## config.mk

```make
export PLATFORM = sky130hd
export DESIGN_NAME = joybus_controller_responder_top_flat
export DESIGN_NICKNAME = d
export VERILOG_FILES = /design/src/hdl/jcr_pkg.sv /design/src/hdl/jcr_if.sv /design/src/hdl/jcr_bit_source.sv /design/src/hdl/joybus_controller_responder_top.sv /design/src/flat_wrapper.sv
export SDC_FILE = /design/constraint.sdc
export NUM_CORES = 1
export LEC_CHECK = 0
export BUFFER_PORTS_ARGS = -buffer_cell sky130_fd_sc_hd__buf_2
export CORE_MARGIN = 8
export CORE_UTILIZATION = 55
export CTS_CLUSTER_DIAMETER = 50
export DETAILED_ROUTE_END_ITERATION = 6
export PLACE_DENSITY = 0.78
export SYNTH_ARGS = -nofsm -noshare
export SYNTH_HDL_FRONTEND = slang
export SYNTH_HIERARCHICAL = 1
export SYNTH_SLANG_ARGS = --single-unit
```

## constraint.sdc

```tcl
create_clock -name clock -period 9.4 [get_ports clock]
set_clock_uncertainty 0.2 [all_clocks]
set_input_delay 1.88 -clock clock [delete_from_list [all_inputs] [get_ports clock]]
set_output_delay 1.88 -clock clock [all_outputs]
set_load 0.05 [all_outputs]
```

## src/hdl/jcr_pkg.sv

```systemverilog
`timescale 1ns / 1ps
package jcr_pkg;

   localparam int STATUS_BYTES = 8;
   localparam int IDENT_BYTES  = 3;
   localparam int CALIB_BYTES  = 10;

   typedef enum logic [1:0] {
      KIND_NONE        = 2'd0,
      KIND_IDENTITY    = 2'd1,
      KIND_CALIBRATION = 2'd2,
      KIND_STATUS      = 2'd3
   } kind_type;

   localparam logic [2:0] CSR_ENABLED          = 3'd0;
   localparam logic [2:0] CSR_QUIET_TICKS      = 3'd1;
   localparam logic [2:0] CSR_UNIT_TICKS       = 3'd2;
   localparam logic [2:0] CSR_SHORT_EDGE_LIMIT = 3'd3;
   localparam logic [2:0] CSR_IDLE_REPORT      = 3'd4;

   localparam logic [7:0] IDENT_TABLE [IDENT_BYTES] = '{8'h09, 8'h00, 8'h00};
   localparam logic [7:0] CALIB_TABLE [CALIB_BYTES] =
      '{8'h00, 8'h80, 8'h80, 8'h80, 8'h80, 8'h80, 8'h00, 8'h00, 8'h02, 8'h02};

   // position of the transmitter inside a reply
   typedef struct packed {
      kind_type    kind;
      logic [3:0]  byte_pos;
      logic [2:0]  bit_pos;
   } pos_type;

   typedef struct packed {
      logic value;
      logic at_stop;
   } bit_type;

endpackage

```

## src/hdl/jcr_if.sv

```systemverilog
`timescale 1ns / 1ps
interface jcr_req_if;
   logic        valid;
   logic        ready;
   logic        line_level;
   logic        start_send;
   logic        report_valid;
   logic [63:0] report_data;

   modport source (output valid, line_level, start_send, report_valid, report_data,
                   input ready);
   modport sink   (input valid, line_level, start_send, report_valid, report_data,
                   output ready);
endinterface

interface jcr_rsp_if;
   logic       valid;
   logic       ready;
   logic       drive_low;
   logic       report_taken;
   logic       busy_res;
   logic [1:0] reply_kind;

   modport source (output valid, drive_low, report_taken, busy_res, reply_kind,
                   input ready);
   modport sink   (input valid, drive_low, report_taken, busy_res, reply_kind,
                   output ready);
endinterface

```

## src/hdl/jcr_bit_source.sv

```systemverilog
`timescale 1ns / 1ps
module jcr_bit_source
   import jcr_pkg::*;
(
   input  pos_type     pos,
   input  logic [63:0] held_report,
   output bit_type     tx_bit
);

   logic [3:0] reply_len;
   logic [7:0] cur_byte;

   always_comb begin
      cur_byte = 8'h00;
      case (pos.kind)
         KIND_IDENTITY: begin
            reply_len = 4'(IDENT_BYTES);
            if (pos.byte_pos < 4'(IDENT_BYTES)) begin
               cur_byte = IDENT_TABLE[pos.byte_pos[1:0]];
            end
         end
         KIND_CALIBRATION: begin
            reply_len = 4'(CALIB_BYTES);
            if (pos.byte_pos < 4'(CALIB_BYTES)) begin
               cur_byte = CALIB_TABLE[pos.byte_pos];
            end
         end
         default: begin
            reply_len = 4'(STATUS_BYTES);
            if (pos.byte_pos < 4'd8) begin
               cur_byte = held_report[{3'd7 - pos.byte_pos[2:0], 3'b000} +: 8];
            end
         end
      endcase

      tx_bit.at_stop = (pos.byte_pos >= reply_len);
      tx_bit.value   = tx_bit.at_stop ? 1'b1 : cur_byte[3'd7 - pos.bit_pos];
   end

endmodule

```

## src/hdl/joybus_controller_responder_top.sv

```systemverilog
`timescale 1ns / 1ps
// An accepted request's result is held in the output register from the next cycle.
// Throughput: one request per cycle while results are taken; the output register lets a
// new request in while the previous result is being taken.
// Reset (synchronous, active high) restores the register defaults, returns to
// waiting with cleared counters and an idle-high line history.
module joybus_controller_responder_top
   import jcr_pkg::*;
(
   input  logic        clock,
   input  logic        reset,
   jcr_req_if.sink     req_if,
   jcr_rsp_if.source   rsp_if,
   input  logic        csr_write_enable,
   input  logic [2:0]  csr_index,
   input  logic [63:0] csr_write_data
);

   typedef enum logic [1:0] {
      PH_WAITING   = 2'd0,
      PH_RECEIVING = 2'd1,
      PH_SENDING   = 2'd2
   } phase_type;

   // configuration
   logic        enabled_ff;
   logic [15:0] quiet_ticks_ff;
   logic [15:0] unit_ticks_ff;
   logic [7:0]  short_edge_limit_ff;
   logic [63:0] idle_report_ff;

   // state
   phase_type   phase_ff, phase_in;
   logic [7:0]  edge_count_ff, edge_count_in;
   logic [15:0] quiet_ff, quiet_in;
   logic [15:0] unit_ff, unit_in;
   logic [1:0]  quarter_ff, quarter_in;
   logic [2:0]  bit_pos_ff, bit_pos_in;
   logic [3:0]  byte_pos_ff, byte_pos_in;
   kind_type    kind_ff, kind_in;
   logic        next_cal_ff, next_cal_in;
   logic [63:0] held_ff, held_in;
   logic        prev_level_ff, prev_level_in;

   // result register
   logic        rsp_valid_ff;
   logic        drive_ff, drive_in;
   logic        taken_ff, taken_in;
   logic        busy_ff, busy_in;
   kind_type    rsp_kind_ff, rsp_kind_in;

   // after command handling, before transmit step
   phase_type   phase_mid;
   kind_type    kind_mid;
   logic [63:0] held_mid;
   logic [15:0] quiet_mid;
   logic [7:0]  edge_mid;
   logic        next_cal_mid;
   logic        taken_mid;
   logic        starting;
   pos_type     pos_mid;
   logic [15:0] unit_mid;
   logic [1:0]  quarter_mid;
   bit_type     tx_bit;

   logic        falling;
   logic        accept;
   logic [15:0] quiet_inc;
   logic [16:0] unit_inc;

   assign accept        = req_if.valid && req_if.ready;
   assign req_if.ready  = !rsp_valid_ff || rsp_if.ready;
   assign falling       = prev_level_ff && !req_if.line_level;
   assign quiet_inc     = quiet_ff + 16'd1;

   // command reception and reply choice
   always_comb begin
      phase_mid    = phase_ff;
      kind_mid     = kind_ff;
      held_mid     = held_ff;
      quiet_mid    = quiet_ff;
      edge_mid     = edge_count_ff;
      next_cal_mid = next_cal_ff;
      taken_mid    = 1'b0;
      starting     = 1'b0;
      if (phase_ff != PH_SENDING) begin
         if (falling || req_if.start_send) begin
            if (falling && edge_count_ff != 8'hFF) begin
               edge_mid = edge_count_ff + 8'd1;
            end
            phase_mid = PH_RECEIVING;
            quiet_mid = 16'd0;
         end else if (phase_ff == PH_RECEIVING) begin
            quiet_mid = quiet_inc;
            if (quiet_inc >= quiet_ticks_ff) begin
               quiet_mid = 16'd0;
               starting  = 1'b1;
               phase_mid = PH_SENDING;
               if (edge_count_ff < short_edge_limit_ff) begin
                  kind_mid     = next_cal_ff ? KIND_CALIBRATION : KIND_IDENTITY;
                  next_cal_mid = !next_cal_ff;
               end else begin
                  kind_mid = KIND_STATUS;
                  if (req_if.report_valid) begin
                     held_mid  = req_if.report_data;
                     taken_mid = 1'b1;
                  end else begin
                     held_mid = idle_report_ff;
                  end
               end
            end
         end
      end
      pos_mid.kind     = kind_mid;
      pos_mid.byte_pos = starting ? 4'd0 : byte_pos_ff;
      pos_mid.bit_pos  = starting ? 3'd0 : bit_pos_ff;
      unit_mid         = starting ? 16'd0 : unit_ff;
      quarter_mid      = starting ? 2'd0 : quarter_ff;
   end

   jcr_bit_source u_bit_source (
      .pos         (pos_mid),
      .held_report (held_mid),
      .tx_bit      (tx_bit)
   );

   assign unit_inc = {1'b0, unit_mid} + 17'd1;

   // transmit step and next state
   always_comb begin
      prev_level_in = req_if.line_level;
      phase_in      = phase_mid;
      kind_in       = kind_mid;
      held_in       = held_mid;
      quiet_in      = quiet_mid;
      edge_count_in = edge_mid;
      next_cal_in   = next_cal_mid;
      unit_in       = unit_mid;
      quarter_in    = quarter_mid;
      bit_pos_in    = pos_mid.bit_pos;
      byte_pos_in   = pos_mid.byte_pos;
      drive_in      = 1'b0;
      taken_in      = taken_mid;
      busy_in       = 1'b0;
      rsp_kind_in   = KIND_NONE;

      if (!enabled_ff) begin
         phase_in      = PH_WAITING;
         kind_in       = KIND_NONE;
         held_in       = held_ff;
         quiet_in      = 16'd0;
         edge_count_in = edge_count_ff;
         next_cal_in   = next_cal_ff;
         unit_in       = 16'd0;
         quarter_in    = 2'd0;
         bit_pos_in    = 3'd0;
         byte_pos_in   = 4'd0;
         taken_in      = 1'b0;
      end else if (phase_mid == PH_SENDING) begin
         drive_in    = (quarter_mid == 2'd0) || (!tx_bit.value && quarter_mid != 2'd3);
         busy_in     = 1'b1;
         rsp_kind_in = kind_mid;
         unit_in     = unit_inc[15:0];
         if (unit_inc >= {1'b0, unit_ticks_ff}) begin
            unit_in    = 16'd0;
            quarter_in = quarter_mid + 2'd1;
            if (quarter_mid == 2'd3) begin
               if (tx_bit.at_stop) begin
                  phase_in      = PH_WAITING;
                  edge_count_in = 8'd0;
                  kind_in       = KIND_NONE;
                  bit_pos_in    = 3'd0;
                  byte_pos_in   = 4'd0;
               end else begin
                  bit_pos_in = pos_mid.bit_pos + 3'd1;
                  if (pos_mid.bit_pos == 3'd7) begin
                     byte_pos_in = pos_mid.byte_pos + 4'd1;
                  end
               end
            end
         end
      end
   end

   always_ff @(posedge clock) begin
      if (reset) begin
         enabled_ff          <= 1'b1;
         quiet_ticks_ff      <= 16'd115;
         unit_ticks_ff       <= 16'd48;
         short_edge_limit_ff <= 8'd16;
         idle_report_ff      <= 64'd0;
      end else if (csr_write_enable) begin
         case (csr_index)
            CSR_ENABLED:          enabled_ff          <= csr_write_data[0];
            CSR_QUIET_TICKS:      quiet_ticks_ff      <= csr_write_data[15:0];
            CSR_UNIT_TICKS:       unit_ticks_ff       <= csr_write_data[15:0];
            CSR_SHORT_EDGE_LIMIT: short_edge_limit_ff <= csr_write_data[7:0];
            CSR_IDLE_REPORT:      idle_report_ff      <= csr_write_data;
            default: ;
         endcase
      end
   end

   always_ff @(posedge clock) begin
      if (reset) begin
         phase_ff      <= PH_WAITING;
         edge_count_ff <= 8'd0;
         quiet_ff      <= 16'd0;
         unit_ff       <= 16'd0;
         quarter_ff    <= 2'd0;
         bit_pos_ff    <= 3'd0;
         byte_pos_ff   <= 4'd0;
         kind_ff       <= KIND_NONE;
         next_cal_ff   <= 1'b0;
         held_ff       <= 64'd0;
         prev_level_ff <= 1'b1;
         rsp_valid_ff  <= 1'b0;
      end else if (accept) begin
         phase_ff      <= phase_in;
         edge_count_ff <= edge_count_in;
         quiet_ff      <= quiet_in;
         unit_ff       <= unit_in;
         quarter_ff    <= quarter_in;
         bit_pos_ff    <= bit_pos_in;
         byte_pos_ff   <= byte_pos_in;
         kind_ff       <= kind_in;
         next_cal_ff   <= next_cal_in;
         held_ff       <= held_in;
         prev_level_ff <= prev_level_in;
         rsp_valid_ff  <= 1'b1;
      end else if (rsp_if.ready) begin
         rsp_valid_ff  <= 1'b0;
      end
   end

   always_ff @(posedge clock) begin
      if (accept) begin
         drive_ff    <= drive_in;
         taken_ff    <= taken_in;
         busy_ff     <= busy_in;
         rsp_kind_ff <= rsp_kind_in;
      end
   end

   assign rsp_if.valid        = rsp_valid_ff;
   assign rsp_if.drive_low    = drive_ff;
   assign rsp_if.report_taken = taken_ff;
   assign rsp_if.busy_res     = busy_ff;
   assign rsp_if.reply_kind   = rsp_kind_ff;

   a_busy_has_kind: assert property (@(posedge clock) disable iff (reset)
      rsp_valid_ff && busy_ff |-> rsp_kind_ff != KIND_NONE)
      else $error("busy result without reply kind");

   a_idle_quiet_line: assert property (@(posedge clock) disable iff (reset)
      rsp_valid_ff && !busy_ff |-> !drive_ff && !taken_ff && rsp_kind_ff == KIND_NONE)
      else $error("line driven or report taken outside a reply");

   a_sending_has_kind: assert property (@(posedge clock) disable iff (reset)
      phase_ff == PH_SENDING |-> kind_ff != KIND_NONE)
      else $error("sending without a selected reply");

   a_tx_cleared: assert property (@(posedge clock) disable iff (reset)
      phase_ff != PH_SENDING |-> unit_ff == 16'd0 && quarter_ff == 2'd0 &&
                                bit_pos_ff == 3'd0 && byte_pos_ff == 4'd0)
      else $error("transmit counters not cleared outside a reply");

   a_disable_drops: assert property (@(posedge clock) disable iff (reset)
      accept && !enabled_ff |=> phase_ff == PH_WAITING && !busy_ff)
      else $error("disabled block left waiting phase");

endmodule

```

## src/flat_wrapper.sv

```systemverilog
// flat-port wrapper written by rule: the top's interface ports become plain ports
module joybus_controller_responder_top_flat import jcr_pkg::*;
  (clock, reset, csr_write_enable, csr_index, csr_write_data, req_if_valid, req_if_line_level, req_if_start_send, req_if_report_valid, req_if_report_data, req_if_ready, rsp_if_valid, rsp_if_drive_low, rsp_if_report_taken, rsp_if_busy_res, rsp_if_reply_kind, rsp_if_ready);
  jcr_req_if req_if_i ();
  jcr_rsp_if rsp_if_i ();
  input  logic clock;
  input  logic reset;
  input  logic csr_write_enable;
  input  logic [2:0] csr_index;
  input  logic [63:0] csr_write_data;
  input wire logic [$bits(req_if_i.valid)-1:0] req_if_valid;
  input wire logic [$bits(req_if_i.line_level)-1:0] req_if_line_level;
  input wire logic [$bits(req_if_i.start_send)-1:0] req_if_start_send;
  input wire logic [$bits(req_if_i.report_valid)-1:0] req_if_report_valid;
  input wire logic [$bits(req_if_i.report_data)-1:0] req_if_report_data;
  output wire logic [$bits(req_if_i.ready)-1:0] req_if_ready;
  output wire logic [$bits(rsp_if_i.valid)-1:0] rsp_if_valid;
  output wire logic [$bits(rsp_if_i.drive_low)-1:0] rsp_if_drive_low;
  output wire logic [$bits(rsp_if_i.report_taken)-1:0] rsp_if_report_taken;
  output wire logic [$bits(rsp_if_i.busy_res)-1:0] rsp_if_busy_res;
  output wire logic [$bits(rsp_if_i.reply_kind)-1:0] rsp_if_reply_kind;
  input wire logic [$bits(rsp_if_i.ready)-1:0] rsp_if_ready;
  assign req_if_i.valid = req_if_valid;
  assign req_if_i.line_level = req_if_line_level;
  assign req_if_i.start_send = req_if_start_send;
  assign req_if_i.report_valid = req_if_report_valid;
  assign req_if_i.report_data = req_if_report_data;
  assign req_if_ready = req_if_i.ready;
  assign rsp_if_valid = rsp_if_i.valid;
  assign rsp_if_drive_low = rsp_if_i.drive_low;
  assign rsp_if_report_taken = rsp_if_i.report_taken;
  assign rsp_if_busy_res = rsp_if_i.busy_res;
  assign rsp_if_reply_kind = rsp_if_i.reply_kind;
  assign rsp_if_i.ready = rsp_if_ready;
  joybus_controller_responder_top u_core (.clock(clock), .reset(reset), .req_if(req_if_i), .rsp_if(rsp_if_i), .csr_write_enable(csr_write_enable), .csr_index(csr_index), .csr_write_data(csr_write_data));
endmodule
```

# After elaboration in Yosys (flattened, before gate mapping)
# Memories as Yosys holds them, arrays and structs flattened.
# Index checks and enable logic that the tools add are counted.
[totals]
regBits = 230
romBits = 128
in_bits = 139
out_inout_bits = 7
wordCells = 167
mem_count = 1
[op_classes]
add_sub_neg = 8
order_cmp = 10
n_eq_ne = 15
shifts = 1
muxes = 80
bitwise = 7
reduce_logical = 24
[memory_table]
columns = ["name", "words", "word_bits", "rd", "rd_ports_with_merged_regs", "wr", "line_no", "text"]
rows = [
  ["(name not given)", 16, 8, 1, 0, 0, "jcr_bit_source.sv:25", "cur_byte = CALIB_TABLE[pos.byte_pos];"],
]
[op_table]
columns = ["op", "n"]
rows = [
  ["64-bit two-way mux", 6],
  ["16-bit two-way mux", 9],
  ["8-bit two-way mux", 14],
  ["64-bit by 7-bit indexed part select with 8-bit output", 1],
  ["2-bit two-way mux", 24],
  ["4-bit two-way mux", 7],
  ["3-bit two-way mux", 6],
  ["16-bit by 1-bit adder with 17-bit output, second input constant", 1],
  ["17-bit by 16-bit greater-or-equal comparator with 1-bit output", 1],
  ["16-bit by 1-bit adder with 16-bit output, second input constant", 1],
  ["8-bit binary-select mux with 2-bit select", 1],
  ["16-bit greater-or-equal comparator", 1],
  ["8-bit case mux with 2 select lines", 1],
  ["2-bit AND reduction", 7],
  ["1-bit two-way mux", 10],
  ["8-bit by 1-bit adder with 8-bit output, second input constant", 1],
  ["4-bit < comparator, second input constant", 2],
  ["8-bit < comparator", 1],
  ["8-bit != test, second input constant", 1],
  ["4-bit case mux with 2 select lines", 1],
  ["7-bit AND reduction", 1],
  ["2-bit == test, second input constant", 3],
  ["3-bit by 2-bit == test with 1-bit output, second input constant", 2],
  ["3-bit == test, second input constant", 2],
  ["25 further kinds", 41],
]

# Longest topological paths before layout
# Gate-level depths: netlist (run 1).
[depth]
depth_word = 19
ltp_mapped = 29
depth_no_buf = 27

# Hierarchy
# Netlist (run 1), hierarchy kept.
[modules_own_cells]
columns = ["module", "n_inst", "cells_per_inst", "area_per_inst_um2"]
rows = [
  ["joybus_controller_responder_top", 1, 1432, 11409.7],
  ["jcr_bit_source", 1, 66, 783.3],
]

# Least setup slack after synthesis (run 1)
# Ideal clock, no wire load.
[synth_path]
path_kind = "register to register"
start = "register u_core.quiet_ff[0]"
end = "register u_core.unit_ff[11]"
arrival_ps = 6318
required_time_ps = 9141
slack_ps = 2823
stages_incl_launch_ff = 30
n_path_buf = 2
cell_sequence = "dfxtp_1 -> ha_1 -> nand3_1 -> nor4_1 -> and3_1 -> nand3_1 -> xnor2_1 -> ha_1 -> and4_4 -> and4_1 -> a21o_1 -> o31ai_4 -> clkbuf_1 -> nand2_1 -> inv_1 -> ha_1 -> nand3_2 -> nor4_2 -> nand3_1 -> xor2_1 -> nor2_1 -> ha_1 -> nand3_1 -> nor3_1 -> a221oi_1 -> o2111ai_2 -> or2_1 -> a211oi_1 -> buf_2 -> a22o_1"
[synth_via]
elab_chain_cells = 12
word_cells_on_any_way = 17
classes_between = "add/sub: 2; order compare: 2; eq/ne: 1; mux: 12"
[synth_lines]
columns = ["element", "line_no", "text"]
rows = [
  ["from (decl)", "joybus_controller_responder_top.sv:35", "logic [15:0] quiet_ff, quiet_in;"],
  ["from (signal assigned)", "joybus_controller_responder_top.sv:221", "quiet_ff <= quiet_in;"],
  ["16-bit by 1-bit adder with 16-bit output (*)", "joybus_controller_responder_top.sv:74", "assign quiet_inc = quiet_ff + 16'd1;"],
  ["16-bit greater-or-equal comparator (*)", "joybus_controller_responder_top.sv:95", "if (quiet_inc >= quiet_ticks_ff) begin"],
  ["1-bit two-way mux", "joybus_controller_responder_top.sv:95", ""],
  ["1-bit two-way mux", "joybus_controller_responder_top.sv:93", "end else if (phase_ff == PH_RECEIVING) begin"],
  ["1-bit two-way mux", "joybus_controller_responder_top.sv:87", "if (falling || req_if.start_send) begin"],
  ["1-bit two-way mux", "joybus_controller_responder_top.sv:86", "if (phase_ff != PH_SENDING) begin"],
  ["16-bit two-way mux", "joybus_controller_responder_top.sv:117", "unit_mid = starting ? 16'd0 : unit_ff;"],
  ["16-bit by 1-bit adder with 17-bit output", "joybus_controller_responder_top.sv:127", "assign unit_inc = {1'b0, unit_mid} + 17'd1;"],
  ["17-bit by 16-bit greater-or-equal comparator with 1-bit output", "joybus_controller_responder_top.sv:164", "if (unit_inc >= {1'b0, unit_ticks_ff}) begin"],
  ["16-bit two-way mux", "joybus_controller_responder_top.sv:164", ""],
  ["16-bit two-way mux (*)", "joybus_controller_responder_top.sv:159", "end else if (phase_mid == PH_SENDING) begin"],
  ["16-bit two-way mux (*)", "joybus_controller_responder_top.sv:147", "if (!enabled_ff) begin"],
  ["to (signal assigned)", "joybus_controller_responder_top.sv:222", "unit_ff <= unit_in;"],
  ["to (decl)", "joybus_controller_responder_top.sv:36", "logic [15:0] unit_ff, unit_in;"],
]
# Every way passes the cells marked *; elsewhere a longest branch is shown, timed or not.
# A chain may end at the register's enable or synchronous reset.

# Worst setup path after layout (run 1)
[layout_path]
start = "register u_core.quiet_ff[0]"
end = "register u_core.unit_ff[2]"
# Same word-level chain as after synthesis.

==> metrics, run 1 <==
sequential fraction of the synthesis area 38.2%; critical path class flop to flop; path type of the worst min-delay path flop to flop; via-per-instance ratio 5.76; placed cell areas 0.0130 mm²; maximum number of pins on one net before global-route repair 124; final weighted congestion in routability-driven placement 0.906; Longest Clk Path Bufs 3; CORE AREA about 0.022 mm²; synthesized flop and latch total 230; crit path time final about 7 ns; source of the worst hold timing path u_core/kind_ff[0]; cell count after placement approximately 1,800; worst-path fanout max 19; Worst-path clk slew 0.06 ns; placement row count 54; vias in the first global route 9,942; Clock Latency Late Sink 0.53 ns; top library cells by usage in the layout, fill and taps aside sky130_fd_sc_hd__nand2_1, sky130_fd_sc_hd__dfxtp_1, sky130_fd_sc_hd__a21oi_1; number of inserted diodes 0; highest-delay cell along the critical path sky130_fd_sc_hd__nor4_1; Startpoint Class flop; DR vias between 10,000 and 15,000; largest area contributor in the synthesized netlist sky130_fd_sc_hd__dfxtp_1; H-Tree Depth 1; status finished clean; number of warnings printed during yosys synthesis 6; I/O pins 146; WL final 32.5 mm; TritonCTS clock tree built; most common library cell in the layout ignoring fill and taps sky130_fd_sc_hd__nand2_1; Max Transition Viols Final 0; ratio of cells with drive above 1 in the final layout 14.6%; Distinct cells, synth 74; endpoint required time on the critical path roughly 9.7 ns; number of iterations in the first detailed-routing pass 5; library cell used as clock root buffer sky130_fd_sc_hd__clkbuf_16; fmax 141 MHz; max-slew headroom at the worst pin 20.8%; biggest area contributors in the synthesized netlist sky130_fd_sc_hd__dfxtp_1, sky130_fd_sc_hd__a21oi_1, sky130_fd_sc_hd__nand2_1; worst setup path startpoint u_core/quiet_ff[0]; Max VDD drop about 120 µV; detailed-placement wirelength estimate 22.7 mm; Final #Nets 1,779; worst flop-to-flop path startpoint u_core/quiet_ff[0]; CTS-repair resized insts 0; number of cells in the finished layout apart from fillers 1,888; delay-heaviest family, CP simple AND/OR/NAND/NOR gates; leading register cell type out of synthesis sky130_fd_sc_hd__dfxtp_1; worst slew pin tran 1.18 ns; GRT overflow 0; DR WL/cell ~17 µm; Die ar. 0.0272 mm²; # clock sinks 230; Leak around 5.5 nW; count of final setup violators 0; power density over the cells between 150 and 200 mW/mm²; endpoint arrival time on the critical path 7.37 ns; hold violation count in the final report 0; post-synthesis instance total 1,498; hold buffer count at cts 0; wire length of the first global-routing pass between 50 and 60 mm; number of buffers inserted during clock tree synthesis 27; buffers inserted during post-CTS setup optimization 0; Die Wd 165 µm; summed instance area of the synthesized netlist 0.0122 mm²; number of synthesized flops with an enable pin 5; Tcrit/Tclk final 75.6%; number of remaining DRC errors 0; sum of buffers and inverters on the critical path 3; starting density of the core 55.9%; async set or reset register ratio after synthesis 0%; Detail Route Antenna Nets 0; sum of negative setup slack 0 ns; buffers added on ports 145; number of maximum-capacitance constraint violations 0; Critical Path End Type flop; Iter 0 DRT Violations approximately 880; setup repair after global routing missed its margin false; CP peak stage delay 0.60 ns; relative area change from synthesis to final layout 13.5%; overall fraction of global-route tracks in use 23.2%; post-synth top area share 36.9%; number of antenna violations at the first check in global routing 3; mean cell area of the mapped netlist ~8 µm²; Die Y-Extent 165 µm; Syn Nets between 1,500 and 2,000; summed area of non-filler cells in the final layout 0.0138 mm²; minimum hold slack 0.250 ns
## sequential cells by signal, indices dropped and copies added, names as in the netlist, 3 cells and up
signal,cells
u_core/quiet_ticks_ff,16
u_core/edge_count_ff,8
u_core/bit_pos_ff,3
u_core/idle_report_ff,64
u_core/held_ff,64
u_core/byte_pos_ff,4
u_core/unit_ticks_ff,16
u_core/unit_ff,16
u_core/short_edge_limit_ff,8
u_core/quiet_ff,16
## worst min-delay path, delay by kind of cell, from the launching register on
family,cells,cell delay [ns]
AND/OR/NAND/NOR,1,0.04
AO/OA/AOI/OAI,1,0.05
flip-flops,1,0.32
## worst paths after layout
path,endpoint,slack (ns),cells after the start
worst max-delay path,u_core/unit_ff[2],2.29,29
worst min-delay path,u_core/kind_ff[0],0.25,2
worst max register to register,u_core/unit_ff[2],2.29,29
worst min register to register,u_core/kind_ff[0],0.25,2
## cell usage after synthesis, drive strengths merged (5+ instances only)
library cell	n
nand2	250
dfxtp	225
a21oi	206
nor2	187
mux2i	71
a211oi	66
clkbuf	63
inv	57
ha	53
o21ai	37
nand3	33
buf	32
xor2	20
mux4	17
a22o	15
nor3	14
and3	13
a21o	12
xnor2	12
and2	10
nand4	9
nand2b	8
nor2b	7
nor3b	7
nor4	7
o211ai	7
a31oi	6
and4	5
edfxtp	5
nand3b	5
## where the power goes
| part | internal (mW) | switching (mW) | total [mW] |
|---|---|---|---|
| Sequential | 0.991 | 0.00756 | 0.998 |
| Clock | 0.599 | 0.422 | 1.02 |
| Combinational | 0.0538 | 0.0955 | 0.149 |
## metrics by stage
stage                     worst slack [ns]  total power, mW  util (%)
after floorplan                       2.82             1.10         -
after global placement                2.62             1.17      59.4
after detailed placement              2.33             1.17      59.4
after CTS                             2.29             2.18      63.4
after global routing                  1.76             2.25      63.4
final                                 2.29             2.17      63.4
## area by class of cell
type | count | area, µm²
fillers | 1863 | 7990
flip-flops and latches | 230 | 4650
multi-input cells | 1116 | 6930
well taps | 280 | 350
clock inverters | 14 | 116
clock buffers | 36 | 759
inverters | 57 | 214
repair buffers | 155 | 810
## per-layer routing
| metal | vias to the layer above | share of wire, % | global-route usage (%) |
|---|---|---|---|
| li1 | 5418 | - | - |
| met1 | 5055 | 45 | 31.9 |
| met2 | 340 | 46 | 36.9 |
| met3 | 54 | 6.9 | 3.99 |
| met4 | 6 | 2.3 | 6.47 |
| met5 | - | 0.11 | 0 |
## cells by family (layout without fill, tap and decap cells)
| family | after synthesis | after routing | share of synthesized area [%] |
|---|---|---|---|
| mux | 90 | 90 | 9.43 |
| simple gates | 569 | 569 | 20.8 |
| fa+ha+maj | 53 | 53 | 5.44 |
| compound gates | 372 | 372 | 18.8 |
| flops | 230 | 230 | 38.2 |
| xor+xnor | 32 | 32 | 2.30 |
| buf+inv | 152 | 262 | 5.13 |
Note: power is estimated with default switching activity, not from simulation.
==> run 2: changes to the inputs <==
- clock period: 9.4 -> 7.25 ns (I/O delays scaled with it)
==> run 2 against run 1 <==
Net effect: largest power group unchanged; register-to-register slack worse by 1.6 ns; non-clock buffer count grew 5; critical endpoint is now u_core/byte_pos_ff[0]; via count shrank 0.18%; total power increased by 30%.
==> metrics, run 2 (same netlist as run 1, synthesis figures left out) <==
status finished clean (unchanged); crit path time final 6.57 ns (was 7.11 ns); via-per-instance ratio 5.73 (was 5.76); Longest Clk Path Bufs 3 (unchanged); worst slew pin tran 1.20 ns (was 1.18 ns); placement row count 54 (unchanged); setup repair after global routing missed its margin false (unchanged); Clock Latency Late Sink 0.53 ns (about the same); Max VDD drop 151 µV (was 116 µV); most common library cell in the layout ignoring fill and taps sky130_fd_sc_hd__nand2_1 (unchanged); area taken by multi-input logic gates 0.00696 mm² (was 0.00693 mm²); worst-path fanout max 8 (was 19); sum of buffers and inverters on the critical path 2 (was 3); sum of negative setup slack 0 ns (unchanged); Die Wd 165 µm (unchanged); fmax 152 MHz (was 141 MHz); critical path class flop to flop (unchanged); CP peak stage delay 0.43 ns (was 0.60 ns); Tcrit/Tclk final 90.6% (was 75.6%); Critical Path End Type flop (unchanged); number of iterations in the first detailed-routing pass 5 (unchanged); overall fraction of global-route tracks in use 23.6% (was 23.2%); hold buffer count at cts 0 (unchanged); number of fillers in the final layout 1,896 (was 1,863); biggest regs u_core/held_ff x64, u_core/idle_report_ff x64 (unchanged); DR WL/cell 17.1 µm (was 17.2 µm); minimum hold slack 0.251 ns (was 0.250 ns); Die ar. 0.0272 mm² (unchanged); Detail Route Antenna Nets 0 (unchanged); top library cells by usage in the layout, fill and taps aside sky130_fd_sc_hd__nand2_1, sky130_fd_sc_hd__dfxtp_1, sky130_fd_sc_hd__a21oi_1 (unchanged); number of cells in the finished layout apart from fillers 1,894 (was 1,888); number of maximum-capacitance constraint violations 0 (unchanged); starting density of the core 55.9% (unchanged); cell count after placement 1,841 (was 1,838); Startpoint Class flop (unchanged); I/O pins 146 (unchanged); post-placement setup slack 0.405 ns (was 2.33 ns); Reg2Reg Setup Slack 0.68 ns (was 2.29 ns); Net Sw Frac 24.3% (was 24.2%); cells on worst reg2reg path 28 (was 29); endpoint arrival time on the critical path 6.84 ns (was 7.37 ns); TritonCTS clock tree built (unchanged); hold violation count in the final report 0 (unchanged); relative area change from synthesis to final layout 14.3% (was 13.5%); CORE AREA 0.0218 mm² (unchanged); endpoint required time on the critical path 7.52 ns (was 9.66 ns); vias in the first global route 10,531 (was 9,942); path length in cells of the critical path 28 (was 29); DR vias 10,853 (was 10,873); sequential group share of total power 45.8% (was 46.0%); Leak 5.56 nW (was 5.50 nW); power density over the cells 203 mW/mm² (was 157 mW/mm²); reported net switching power 0.686 mW (was 0.525 mW); fraction of the core area covered by cells at the end of the flow 63.9% (was 63.4%); wire length of the first global-routing pass 52.6 mm (was 51.7 mm); buffers added on ports 145 (unchanged); detailed-placement wirelength estimate 22.7 mm (about the same); GRT overflow 0 (unchanged); final weighted congestion in routability-driven placement 0.910 (was 0.906); Iter 0 DRT Violations 874 (was 879); relative contribution of the clock network to total power 47.3% (was 47.1%); # clock sinks 230 (unchanged); count of final setup violators 0 (unchanged); worst hold path depth 2 (unchanged); max-slew headroom at the worst pin 19.4% (was 20.8%); library cell used as clock root buffer sky130_fd_sc_hd__clkbuf_16 (unchanged); WL final 32.4 mm (was 32.5 mm); Max Transition Viols Final 0 (unchanged); combinational share of power 6.9% (about the same); path type of the worst min-delay path flop to flop (unchanged); Worst Slack Setup Final 0.680 ns (was 2.29 ns); Die Y-Extent 165 µm (unchanged); area taken by flip-flops and latches 0.00465 mm² (unchanged); maximum number of pins on one net before global-route repair 129 (was 124); Worst-path clk slew 0.06 ns (about the same); highest-delay cell along the critical path sky130_fd_sc_hd__dfxtp_1 (was sky130_fd_sc_hd__nor4_1); number of antenna violations at the first check in global routing 1 (was 3); ratio of cells with drive above 1 in the final layout 14.8% (was 14.6%); delay-heaviest family, CP simple AND/OR/NAND/NOR gates (unchanged); internal power 2.14 mW (was 1.64 mW); number of remaining DRC errors 0 (unchanged); number of buffers inserted during clock tree synthesis 28 (was 27); Final #Nets 1,785 (was 1,779); H-Tree Depth 1 (unchanged)
-- run 2: final cells by class --
cell class,count,share of cell area (%)
multi-input combinational,1116,49.9
sequential,230,33.4
timing repair buffer,160,6.26
clock buffer,37,5.49
tap,280,2.51
inverter,57,1.53
clock inverter,13,0.853
antenna,1,0.0180
-- run 2: what timing repair did --
item,4_1_cts,5_1_grt
buffers inserted,0,2
setup endpoints to repair,0,34
gates resized for setup,0,4
-- run 2: path summary, 6_finish.rpt --
path / start / endpoint
setup / recovery: u_core/quiet_ff[0] / u_core/byte_pos_ff[0]
hold / removal: u_core/kind_ff[0] / u_core/kind_ff[0]
setup reg to reg: u_core/quiet_ff[0] / u_core/byte_pos_ff[0]
hold reg to reg: u_core/kind_ff[0] / u_core/kind_ff[0]
-- run 2: through the flow --
stage	power (mW)	area (µm²)
after global placement	1.51	13000
after global routing	2.92	13900
after CTS	2.85	13900
final	2.83	13900
after floorplan	1.43	12200
after detailed placement	1.51	13000
-- run 2: power by group through the flow --
stage          combinational [mW]  clock, mW  sequential (mW)
2_1_floorplan               0.107          0             1.32
3_3_place_gp                0.189          0             1.32
3_5_place_dp                0.192          0             1.32
4_1_cts                     0.193       1.36             1.29
5_1_grt                     0.211       1.41             1.30
6_report                    0.194       1.34             1.29
-- run 2: routing by layer --
metal / track usage [%] / wire length (µm) / up-vias
met1: 31.2 / 14200 / 4999
met2: 38.7 / 15000 / 377
met3: 3.86 / 2350 / 58
li1: - / - / 5419
met5: 0 / 0 / -
met4: 7.21 / 880 / 0
-- run 2: worst reg2reg max path, delay by kind of cell, from the launching register on --
family / cells / cell delay [ns]
flops: 1 / 0.43
compound gates: 6 / 1.14
simple gates: 14 / 3.06
xor+xnor: 2 / 0.35
fa+ha+maj: 4 / 1.08
buf+inv: 2 / 0.27
